`config.mk`:
```
export PLATFORM = sky130hd
export DESIGN_NAME = halfband_fir_upsampler_2x_flat
export DESIGN_NICKNAME = d
export VERILOG_FILES = /design/src/rtl/hbfu_pkg.sv /design/src/rtl/hbfu_if.sv /design/src/rtl/halfband_fir_upsampler_2x.sv /design/src/flat_wrapper.sv
export SDC_FILE = /design/constraint.sdc
export NUM_CORES = 2
export LEC_CHECK = 0
export ABC_AREA = 1
export BUFFER_PORTS_ARGS = -buffer_cell sky130_fd_sc_hd__buf_2
export CORE_MARGIN = 2
export CORE_UTILIZATION = 57
export CTS_CLUSTER_SIZE = 25
export DETAILED_ROUTE_END_ITERATION = 12
export PLACE_DENSITY = 0.85
export REMOVE_ABC_BUFFERS = 1
export SYNTH_ARGS = -nofsm -noshare
export SYNTH_HDL_FRONTEND = slang
export SYNTH_SLANG_ARGS = --single-unit
export TNS_END_PERCENT = 50
```
`constraint.sdc`:
```
create_clock -name clock -period 4.41 [get_ports clock]
set_input_delay 0.882 -clock clock [delete_from_list [all_inputs] [get_ports clock]]
set_output_delay 0.882 -clock clock [all_outputs]
set_load 0.01 [all_outputs]
```
`src/rtl/hbfu_pkg.sv`:
```
// hbfu_pkg: shared types and constants for the 2x half-band interpolator
// no dependencies
package hbfu_pkg;
   localparam int COEF_BITS = 24;
   localparam int COEF_FRAC = 23;
   localparam int CFG_BITS = 5;
   localparam logic [CFG_BITS-1:0] HALF_TAPS_RESET = 5'd12;
   localparam logic CMD_COEF = 1'b0;
   localparam logic CMD_SAMPLE = 1'b1;

   typedef enum logic [2:0] {
      ST_IDLE,
      ST_FETCH,
      ST_MAC,
      ST_ACCUM,
      ST_FINISH,
      ST_OUT0,
      ST_OUT1
   } state_type;
endpackage

```
`src/rtl/hbfu_if.sv`:
```
// hbfu_if: request, response and CSR channel interfaces
// depends on nothing
interface hbfu_req_if #(parameter int SAMPLE_BITS = 24);
   logic valid;
   logic ready;
   logic command;
   logic signed [SAMPLE_BITS-1:0] sample_in;
   logic [3:0] tap_index;
   logic signed [23:0] tap_value;
   modport source (output valid, command, sample_in, tap_index, tap_value, input ready);
   modport sink (input valid, command, sample_in, tap_index, tap_value, output ready);
endinterface

interface hbfu_rsp_if #(parameter int SAMPLE_BITS = 24);
   logic valid;
   logic ready;
   logic signed [SAMPLE_BITS-1:0] sample_out;
   logic phase;
   logic last;
   modport source (output valid, sample_out, phase, last, input ready);
   modport sink (input valid, sample_out, phase, last, output ready);
endinterface

interface hbfu_csr_if;
   logic valid;
   logic ready;
   logic [4:0] data;
   modport source (output valid, data, input ready);
   modport sink (input valid, data, output ready);
endinterface

```
`src/rtl/halfband_fir_upsampler_2x.sv`:
```
// Two-times half-band interpolator. Each sample transfer yields two results: the
// filtered even phase, then the input delayed by half_taps-1 samples, half_taps
// being the clamped value. Each folded tap pair is read from history, multiplied
// bit-serially, one coefficient bit per cycle, through a single shift-and-add unit,
// and accumulated; then the delayed tap is read, the sum is saturated and the two
// results are offered in turn, each able to stall on rsp.ready. A new transfer is
// taken only once both results are out. A coefficient transfer gives no result.
// No clearing pass: history and coefficients reset through per-entry valid bits.
module halfband_fir_upsampler_2x
   import hbfu_pkg::*;
#(
   parameter int MAX_HALF_TAPS = 16,
   parameter int HISTORY_DEPTH = 32,
   parameter int SAMPLE_BITS = 24
) (
   input logic clock,
   input logic reset,
   hbfu_req_if.sink req,
   hbfu_rsp_if.source rsp,
   hbfu_csr_if.sink csr
);
   localparam int HW = $clog2(HISTORY_DEPTH);
   localparam int TW = $clog2(MAX_HALF_TAPS);
   localparam int LIM = (MAX_HALF_TAPS < HISTORY_DEPTH/2) ? MAX_HALF_TAPS : HISTORY_DEPTH/2;
   localparam int PW = SAMPLE_BITS + 1;
   localparam int AW = SAMPLE_BITS + COEF_BITS + 1 + $clog2(LIM) + 1;
   localparam int BW = $clog2(COEF_BITS + 1);

   logic [CFG_BITS-1:0] half_ff;
   state_type state_ff, state_in;
   logic [HW-1:0] wp_ff;
   logic signed [SAMPLE_BITS-1:0] hist_mem [HISTORY_DEPTH];
   logic [HISTORY_DEPTH-1:0] hvalid_ff;
   logic signed [COEF_BITS-1:0] coef_mem [MAX_HALF_TAPS];
   logic [MAX_HALF_TAPS-1:0] cvalid_ff;

   logic [5:0] h_eff;
   logic [5:0] k_ff, k_in;
   logic [1:0] rd_ff, rd_in;
   logic [HW-1:0] raddr;
   logic signed [SAMPLE_BITS-1:0] rdata_ff, a_ff;
   logic rvalid_ff;
   logic signed [PW-1:0] pair_ff;
   logic [COEF_BITS-1:0] cshift_ff;
   logic [BW-1:0] bit_ff;
   logic signed [PW+COEF_BITS-1:0] prod_ff;
   logic signed [AW-1:0] acc_ff;
   logic signed [SAMPLE_BITS-1:0] y_ff, d_ff;

   always_comb begin
      h_eff = {1'b0, half_ff};
      if (half_ff == '0) h_eff = 6'd1;
      if (32'(h_eff) > LIM) h_eff = 6'(LIM);
   end

   // history read address: first mirrored pair, then delayed tap
   always_comb begin
      case (rd_ff)
         2'd0: raddr = wp_ff - HW'(k_ff);
         2'd1: raddr = wp_ff - HW'(7'(2*h_eff) - 7'd1 - 7'(k_ff));
         default: raddr = wp_ff - HW'(h_eff - 6'd1);
      endcase
   end

   wire req_fire = req.valid && req.ready;
   wire smp_fire = req_fire && req.command == CMD_SAMPLE;
   assign req.ready = (state_ff == ST_IDLE);
   assign csr.ready = 1'b1;

   always_ff @(posedge clock) begin
      if (reset) half_ff <= HALF_TAPS_RESET;
      else if (csr.valid) half_ff <= csr.data;
   end

   always_ff @(posedge clock) begin
      if (req_fire && req.command == CMD_COEF && 32'(req.tap_index) < MAX_HALF_TAPS)
         coef_mem[TW'(req.tap_index)] <= req.tap_value;
      if (smp_fire) hist_mem[wp_ff] <= req.sample_in;
      rdata_ff <= hist_mem[raddr];
      rvalid_ff <= hvalid_ff[raddr];
   end

   always_ff @(posedge clock) begin
      if (reset) begin
         cvalid_ff <= '0;
         hvalid_ff <= '0;
      end else begin
         if (req_fire && req.command == CMD_COEF && 32'(req.tap_index) < MAX_HALF_TAPS)
            cvalid_ff[TW'(req.tap_index)] <= 1'b1;
         if (smp_fire) hvalid_ff[wp_ff] <= 1'b1;
      end
   end

   wire signed [SAMPLE_BITS-1:0] rd_val = rvalid_ff ? rdata_ff : '0;
   wire signed [AW-1:0] rnd = (acc_ff <<< 1) + (AW'(1) <<< (COEF_FRAC - 1));
   wire signed [AW-1:0] ysh = rnd >>> COEF_FRAC;
   wire signed [AW-1:0] smax = AW'((64'sd1 <<< (SAMPLE_BITS-1)) - 1);
   wire signed [AW-1:0] smin = -smax - AW'(1);

   always_comb begin
      state_in = state_ff;
      k_in = k_ff;
      rd_in = rd_ff;
      case (state_ff)
         ST_IDLE: if (smp_fire) begin
            state_in = ST_FETCH;
            k_in = '0;
            rd_in = 2'd0;
         end
         ST_FETCH: begin
            // cycle through reads; rd 3 means both pair words registered
            if (rd_ff == 2'd1) rd_in = 2'd3;
            else if (rd_ff == 2'd3) state_in = ST_MAC;
            else rd_in = rd_ff + 2'd1;
         end
         ST_MAC: if (32'(bit_ff) == COEF_BITS - 1) state_in = ST_ACCUM;
         ST_ACCUM: begin
            if (k_ff + 6'd1 == h_eff) begin
               state_in = ST_FINISH;
               rd_in = 2'd2;
            end else begin
               state_in = ST_FETCH;
               k_in = k_ff + 6'd1;
               rd_in = 2'd0;
            end
         end
         ST_FINISH: if (rd_ff == 2'd3) state_in = ST_OUT0; else rd_in = 2'd3;
         ST_OUT0: if (rsp.ready) state_in = ST_OUT1;
         ST_OUT1: if (rsp.ready) state_in = ST_IDLE;
         default: state_in = ST_IDLE;
      endcase
   end

   always_ff @(posedge clock) begin
      if (reset) begin
         state_ff <= ST_IDLE;
         wp_ff <= '0;
         k_ff <= '0;
         rd_ff <= '0;
      end else begin
         state_ff <= state_in;
         k_ff <= k_in;
         rd_ff <= rd_in;
         if (state_ff == ST_OUT1 && rsp.ready) wp_ff <= wp_ff + HW'(1);
      end
   end

   // bit-serial multiply: one coefficient bit per cycle, msb weighted negative
   always_ff @(posedge clock) begin
      case (state_ff)
         ST_IDLE: acc_ff <= '0;
         ST_FETCH: begin
            if (rd_ff == 2'd1) a_ff <= rd_val;
            if (rd_ff == 2'd3) begin
               pair_ff <= PW'(a_ff) + PW'(rd_val);
               cshift_ff <= cvalid_ff[TW'(k_ff)] ? coef_mem[TW'(k_ff)] : '0;
               bit_ff <= '0;
               prod_ff <= '0;
            end
         end
         ST_MAC: begin
            if (cshift_ff[0]) begin
               if (32'(bit_ff) == COEF_BITS - 1)
                  prod_ff <= prod_ff - ((PW+COEF_BITS)'(pair_ff) <<< bit_ff);
               else
                  prod_ff <= prod_ff + ((PW+COEF_BITS)'(pair_ff) <<< bit_ff);
            end
            cshift_ff <= cshift_ff >> 1;
            bit_ff <= bit_ff + BW'(1);
         end
         ST_ACCUM: acc_ff <= acc_ff + AW'(prod_ff);
         ST_FINISH: if (rd_ff == 2'd3) begin
            d_ff <= rd_val;
            if (ysh > smax) y_ff <= smax[SAMPLE_BITS-1:0];
            else if (ysh < smin) y_ff <= smin[SAMPLE_BITS-1:0];
            else y_ff <= ysh[SAMPLE_BITS-1:0];
         end
         default: ;
      endcase
   end

   assign rsp.valid = (state_ff == ST_OUT0) || (state_ff == ST_OUT1);
   assign rsp.sample_out = (state_ff == ST_OUT1) ? d_ff : y_ff;
   assign rsp.phase = (state_ff == ST_OUT1);
   assign rsp.last = (state_ff == ST_OUT1);

   a_no_accept_busy: assert property (@(posedge clock) disable iff (reset)
      state_ff != ST_IDLE |-> !req.ready) else $error("accept while busy");
   a_pair_order: assert property (@(posedge clock) disable iff (reset)
      state_ff == ST_OUT0 && rsp.ready |=> state_ff == ST_OUT1)
      else $error("second result missing");
   a_wp_step: assert property (@(posedge clock) disable iff (reset)
      state_ff == ST_OUT1 && rsp.ready |=> wp_ff == $past(wp_ff) + HW'(1))
      else $error("pointer not advanced");
   a_tap_range: assert property (@(posedge clock) disable iff (reset)
      state_ff == ST_MAC |-> k_ff < h_eff) else $error("tap out of range");
endmodule
```
`src/flat_wrapper.sv`:
```
// flat-port wrapper written by rule: the top's interface ports become plain ports
module halfband_fir_upsampler_2x_flat import hbfu_pkg::*;
#(
   parameter int MAX_HALF_TAPS = 16,
   parameter int HISTORY_DEPTH = 32,
   parameter int SAMPLE_BITS = 24
)
  (clock, reset, req_valid, req_command, req_sample_in, req_tap_index, req_tap_value, req_ready, rsp_valid, rsp_sample_out, rsp_phase, rsp_last, rsp_ready, csr_valid, csr_data, csr_ready);
  hbfu_req_if #(.SAMPLE_BITS(SAMPLE_BITS)) req_i ();
  hbfu_rsp_if #(.SAMPLE_BITS(SAMPLE_BITS)) rsp_i ();
  hbfu_csr_if csr_i ();
  input logic clock;
  input logic reset;
  input wire logic [$bits(req_i.valid)-1:0] req_valid;
  input wire logic [$bits(req_i.command)-1:0] req_command;
  input wire logic [$bits(req_i.sample_in)-1:0] req_sample_in;
  input wire logic [$bits(req_i.tap_index)-1:0] req_tap_index;
  input wire logic [$bits(req_i.tap_value)-1:0] req_tap_value;
  output wire logic [$bits(req_i.ready)-1:0] req_ready;
  output wire logic [$bits(rsp_i.valid)-1:0] rsp_valid;
  output wire logic [$bits(rsp_i.sample_out)-1:0] rsp_sample_out;
  output wire logic [$bits(rsp_i.phase)-1:0] rsp_phase;
  output wire logic [$bits(rsp_i.last)-1:0] rsp_last;
  input wire logic [$bits(rsp_i.ready)-1:0] rsp_ready;
  input wire logic [$bits(csr_i.valid)-1:0] csr_valid;
  input wire logic [$bits(csr_i.data)-1:0] csr_data;
  output wire logic [$bits(csr_i.ready)-1:0] csr_ready;
  assign req_i.valid = req_valid;
  assign req_i.command = req_command;
  assign req_i.sample_in = req_sample_in;
  assign req_i.tap_index = req_tap_index;
  assign req_i.tap_value = req_tap_value;
  assign req_ready = req_i.ready;
  assign rsp_valid = rsp_i.valid;
  assign rsp_sample_out = rsp_i.sample_out;
  assign rsp_phase = rsp_i.phase;
  assign rsp_last = rsp_i.last;
  assign rsp_i.ready = rsp_ready;
  assign csr_i.valid = csr_valid;
  assign csr_i.data = csr_data;
  assign csr_ready = csr_i.ready;
  halfband_fir_upsampler_2x #(.MAX_HALF_TAPS(MAX_HALF_TAPS), .HISTORY_DEPTH(HISTORY_DEPTH), .SAMPLE_BITS(SAMPLE_BITS)) u_core (.clock(clock), .reset(reset), .req(req_i), .rsp(rsp_i), .csr(csr_i));
endmodule
```
==> impl_metrics.yaml <==
detailed_routing:
  dr.pass1.iters: 10
  vias: 54020
  wl_per_cell_um: 23.91
  avgViaCountPerCell: 6.422
  route.detailed.drc: 0
  ant_nets: 0
  routed_wl_um: 201100
  drtIter0Drc: 7581
yosys:
  synth_area_sq_um: 69200
  synth_fa_ha_area_frac: 0.02998
  post_synth_num_cell_types: 59
  synth-simple-area-share: 0.1244
  synth_compound_area_frac: 0.1453
  synthMostInstantiatedCell: "edfxtp_1"
  synth-edff-count: 1380
  synthXorXnorAreaFrac: 0.01201
  netlist_instances: 6482
  synth-async-reset-ratio: 0
  synth_top_area_frac: 0.5988
  ys_top_cells_by_count: "edfxtp_1, nor2_1, o21ai_0"
  ys_seq_area_frac: 0.6272
  yosysWarnings: 0
  synth_top_area_cell: "edfxtp_1"
  synth_top_family_by_area: "compound AO/OA/AOI/OAI gates"
  syn_avg_cell_area_sq_um: 10.68
  synth-main-ff-cell: "edfxtp_1"
  synth_area_leaders: "edfxtp_1, o21ai_0, nor2_1, nand2_1, a21oi_1"
  synth-seq-cells: 1478
  synthMuxAreaShare: 0.01389
grt:
  grtUsageTotal: 0.3091
  antenna_found_initial: 15
  grt_pass1_vias: 51860
  grt_start_max_net_pins: 171
  grt_overflow: 0
  grt_pass1_wl_um: 296800
worst_setup_path:
  setup.worst_path.end_class: "flip-flop"
  regToRegEndpoint: "u_core.prod_ff[44]"
  critPathLaunchType: "flip-flop"
  crit_end: "u_core.prod_ff[44]"
  cpMaxStageDelayCell: "edfxtp_1"
  crit_arrival_ns: 4.95
  startpoint: "u_core.bit_ff[0]"
  cp.required_ns: 5.04
  reg2reg_depth: 29
  path_class: "reg2reg"
  cp_max_fo: 19
  cpPeakStageDelay_ns: 0.42
  rr_startpoint: "u_core.bit_ff[0]"
  path_common_cell: "nand2_1"
  r2r_setup_slack_ns: 0.09
floorplan:
  rows: 127
  core_sq_um: 120100
  io_pins: 92
  floorplan.die.height_um: 352.4
  die_x_um: 352.4
  die-area_sq_um: 124200
  initial_utilization: 0.5761
sta:
  min_period_over_period: 0.9798
  finalMaxSlewViolations: 0
  slew_headroom: 0.2652
  fmax_mhz: 231.4
  setup_tns_ns: 0
  tightest_slew_ns: 1.102
  skew_ns: 0.06170
  final-setup-viol-count: 0
  hold_viol_final: 0
  final.setup.worst_slack_ns: 0.08903
  rsz0062_at_grt: "true"
  hold_slack_ns: 0.4175
  fin_crit_ns: 4.321
clock_tree:
  h-tree-depth: 4
  cts_tree: "done"
  insertion_delay_ns: 0.80
  clockBufferDepth: 3
  cts_num_sinks: 1478
  cts-root-buf: "clkbuf_16"
  clk_pin_slew_ns: 0.06
  holdBufCountCts: 0
  numCtsBuffers: 149
place:
  portBuffers: 90
  gp_congestion: 0.9676
  place_ws_ns: -0.5962
  dp.cells: 8096
  dp.final_hpwl_um: 121500
  dpl-instance-area_sq_um: 72920
power:
  p_int_mw: 31.25
  p_total_mw: 54.89
  pwr-share-comb: 0.458
  clock_power_share: 0.226
  power_density_nw_per_um2: 689.8
  p_sw_mw: 23.64
  leakage_nw: 28.65
  sw_frac_of_total: 0.4307
  peakVddDrop_mv: 0.7288
  seq_power_share: 0.316
cells_and_area:
  fill_cells: 8293
  final_cells: 8412
  multi_input_comb_area_sq_um: 24450
  fin_util: 0.6624
  ff_latch_area_sq_um: 43410
  fin_area_sq_um: 79580
  area_growth_pct: 14.99
  drive_gt1_frac: 0.1416
  fin_nets: 6897
run:
  drv_cap: 0
outcome:
  outcome: "completed"
hold_path:
  hp-class: "in2reg"
  min_path_cells: 3
==> area by class of cell <==
class	count	area share
flip-flops and latches	1478	0.5455
multi-input cells	4168	0.3073
clock buffers	192	0.04976
repair buffers	354	0.03660
well taps	1612	0.02535
inverters	522	0.02489
clock inverters	79	0.01036
diodes	7	0.0002201
==> metal layers <==
metal  vias up  GRT usage  wire length, um
met2      3759     0.5116            96310
met5         -          0               32
met1     25790     0.3940            72930
li1      23720          -                -
met3       750    0.05770            21500
met4         6     0.1489            10360
==> cell families (layout without fill, tap and decap cells) <==
kind of cell,Yosys count,after routing
muxes,96,96
DFF,1478,1478
and+or+nand+nor,2073,2073
buffers and inverters,836,1147
AOI/OAI and AO/OA,1743,1743
other,1,8
adders and majority gates,161,161
xor gates and xnor gates,94,94
==> critical path, delay by kind of cell, from the launching register on <==
family	cells	cell delay (ns)
XOR/XNOR	1	0.17
buffers and inverters	5	0.60
AND/OR/NAND/NOR	20	2.42
adder cells (fa/ha/maj)	1	0.33
AO/OA/AOI/OAI	2	0.21
flip-flops	1	0.42
==> power groups by stage <==
| stage | sequential, mW | combinational, mW | clock [mW] |
|---|---|---|---|
| final | 17.3 | 25.2 | 12.4 |
| after global routing | 17.4 | 26.9 | 13.0 |
| after CTS | 17.3 | 23.4 | 12.4 |
| after detailed placement | 17.6 | 22.9 | 0 |
| after global placement | 17.5 | 22.1 | 0 |
| after floorplan | 17.4 | 13.3 | 0 |
==> how the worst min path moves through the flow <==
stage / startpoint / to
after floorplan: u_core.cvalid_ff[10] / u_core.cvalid_ff[10]
after detailed placement: u_core.hvalid_ff[11] / u_core.hvalid_ff[11]
after global placement: u_core.hvalid_ff[3] / u_core.hvalid_ff[3]
after CTS: csr_data[2] / u_core.half_ff[2]
after global routing: csr_data[2] / u_core.half_ff[2]
final: csr_data[2] / u_core.half_ff[2]
==> state kept, by name, indices dropped and copies added (netlist names), 3 cells and up, named ones only <==
| signal | count |
|---|---|
| u_core.d_ff | 24 |
| u_core.bit_ff | 5 |
| u_core.prod_ff | 49 |
| u_core.half_ff | 5 |
| u_core.cshift_ff | 24 |
| u_core.pair_ff | 25 |
| u_core.a_ff | 24 |
| u_core.coef_mem | 384 |
| u_core.state_ff | 3 |
| u_core.hist_mem | 768 |
| u_core.rdata_ff | 24 |
| u_core.wp_ff | 5 |
| u_core.k_ff | 6 |
| u_core.acc_ff | 53 |
| u_core.hvalid_ff | 32 |
| u_core.cvalid_ff | 16 |
| u_core.y_ff | 24 |
==> timing repair <==
action,4_1_cts,5_1_grt
setup buffers,1,33
pin swaps,1,67
resized for setup,7,342
setup endpoints to repair,5,31
cloned,0,4
==> cell usage in the layout, fill, tap and decap left out, types with 25 or more instances in the layout <==
cell type / count
nor3_1: 33
ha_1: 138
o22ai_1: 60
inv_1: 493
clkbuf_1: 36
a31oi_1: 90
buf_2: 90
edfxtp_1: 1380
o211ai_1: 127
dfxtp_1: 94
clkinv_1: 34
xnor2_1: 25
nor2_4: 63
nor2_1: 805
nand2_1: 680
o221ai_1: 154
nand4_1: 29
buf_4: 224
buf_12: 33
nand3_2: 97
xor2_1: 59
clkbuf_16: 152
nand3_1: 192
a21oi_1: 371
o21a_1: 34
o21ai_0: 800
nand2_2: 61
mux2i_1: 96
nor2_2: 30
Power figures use the tool's default switching activity.
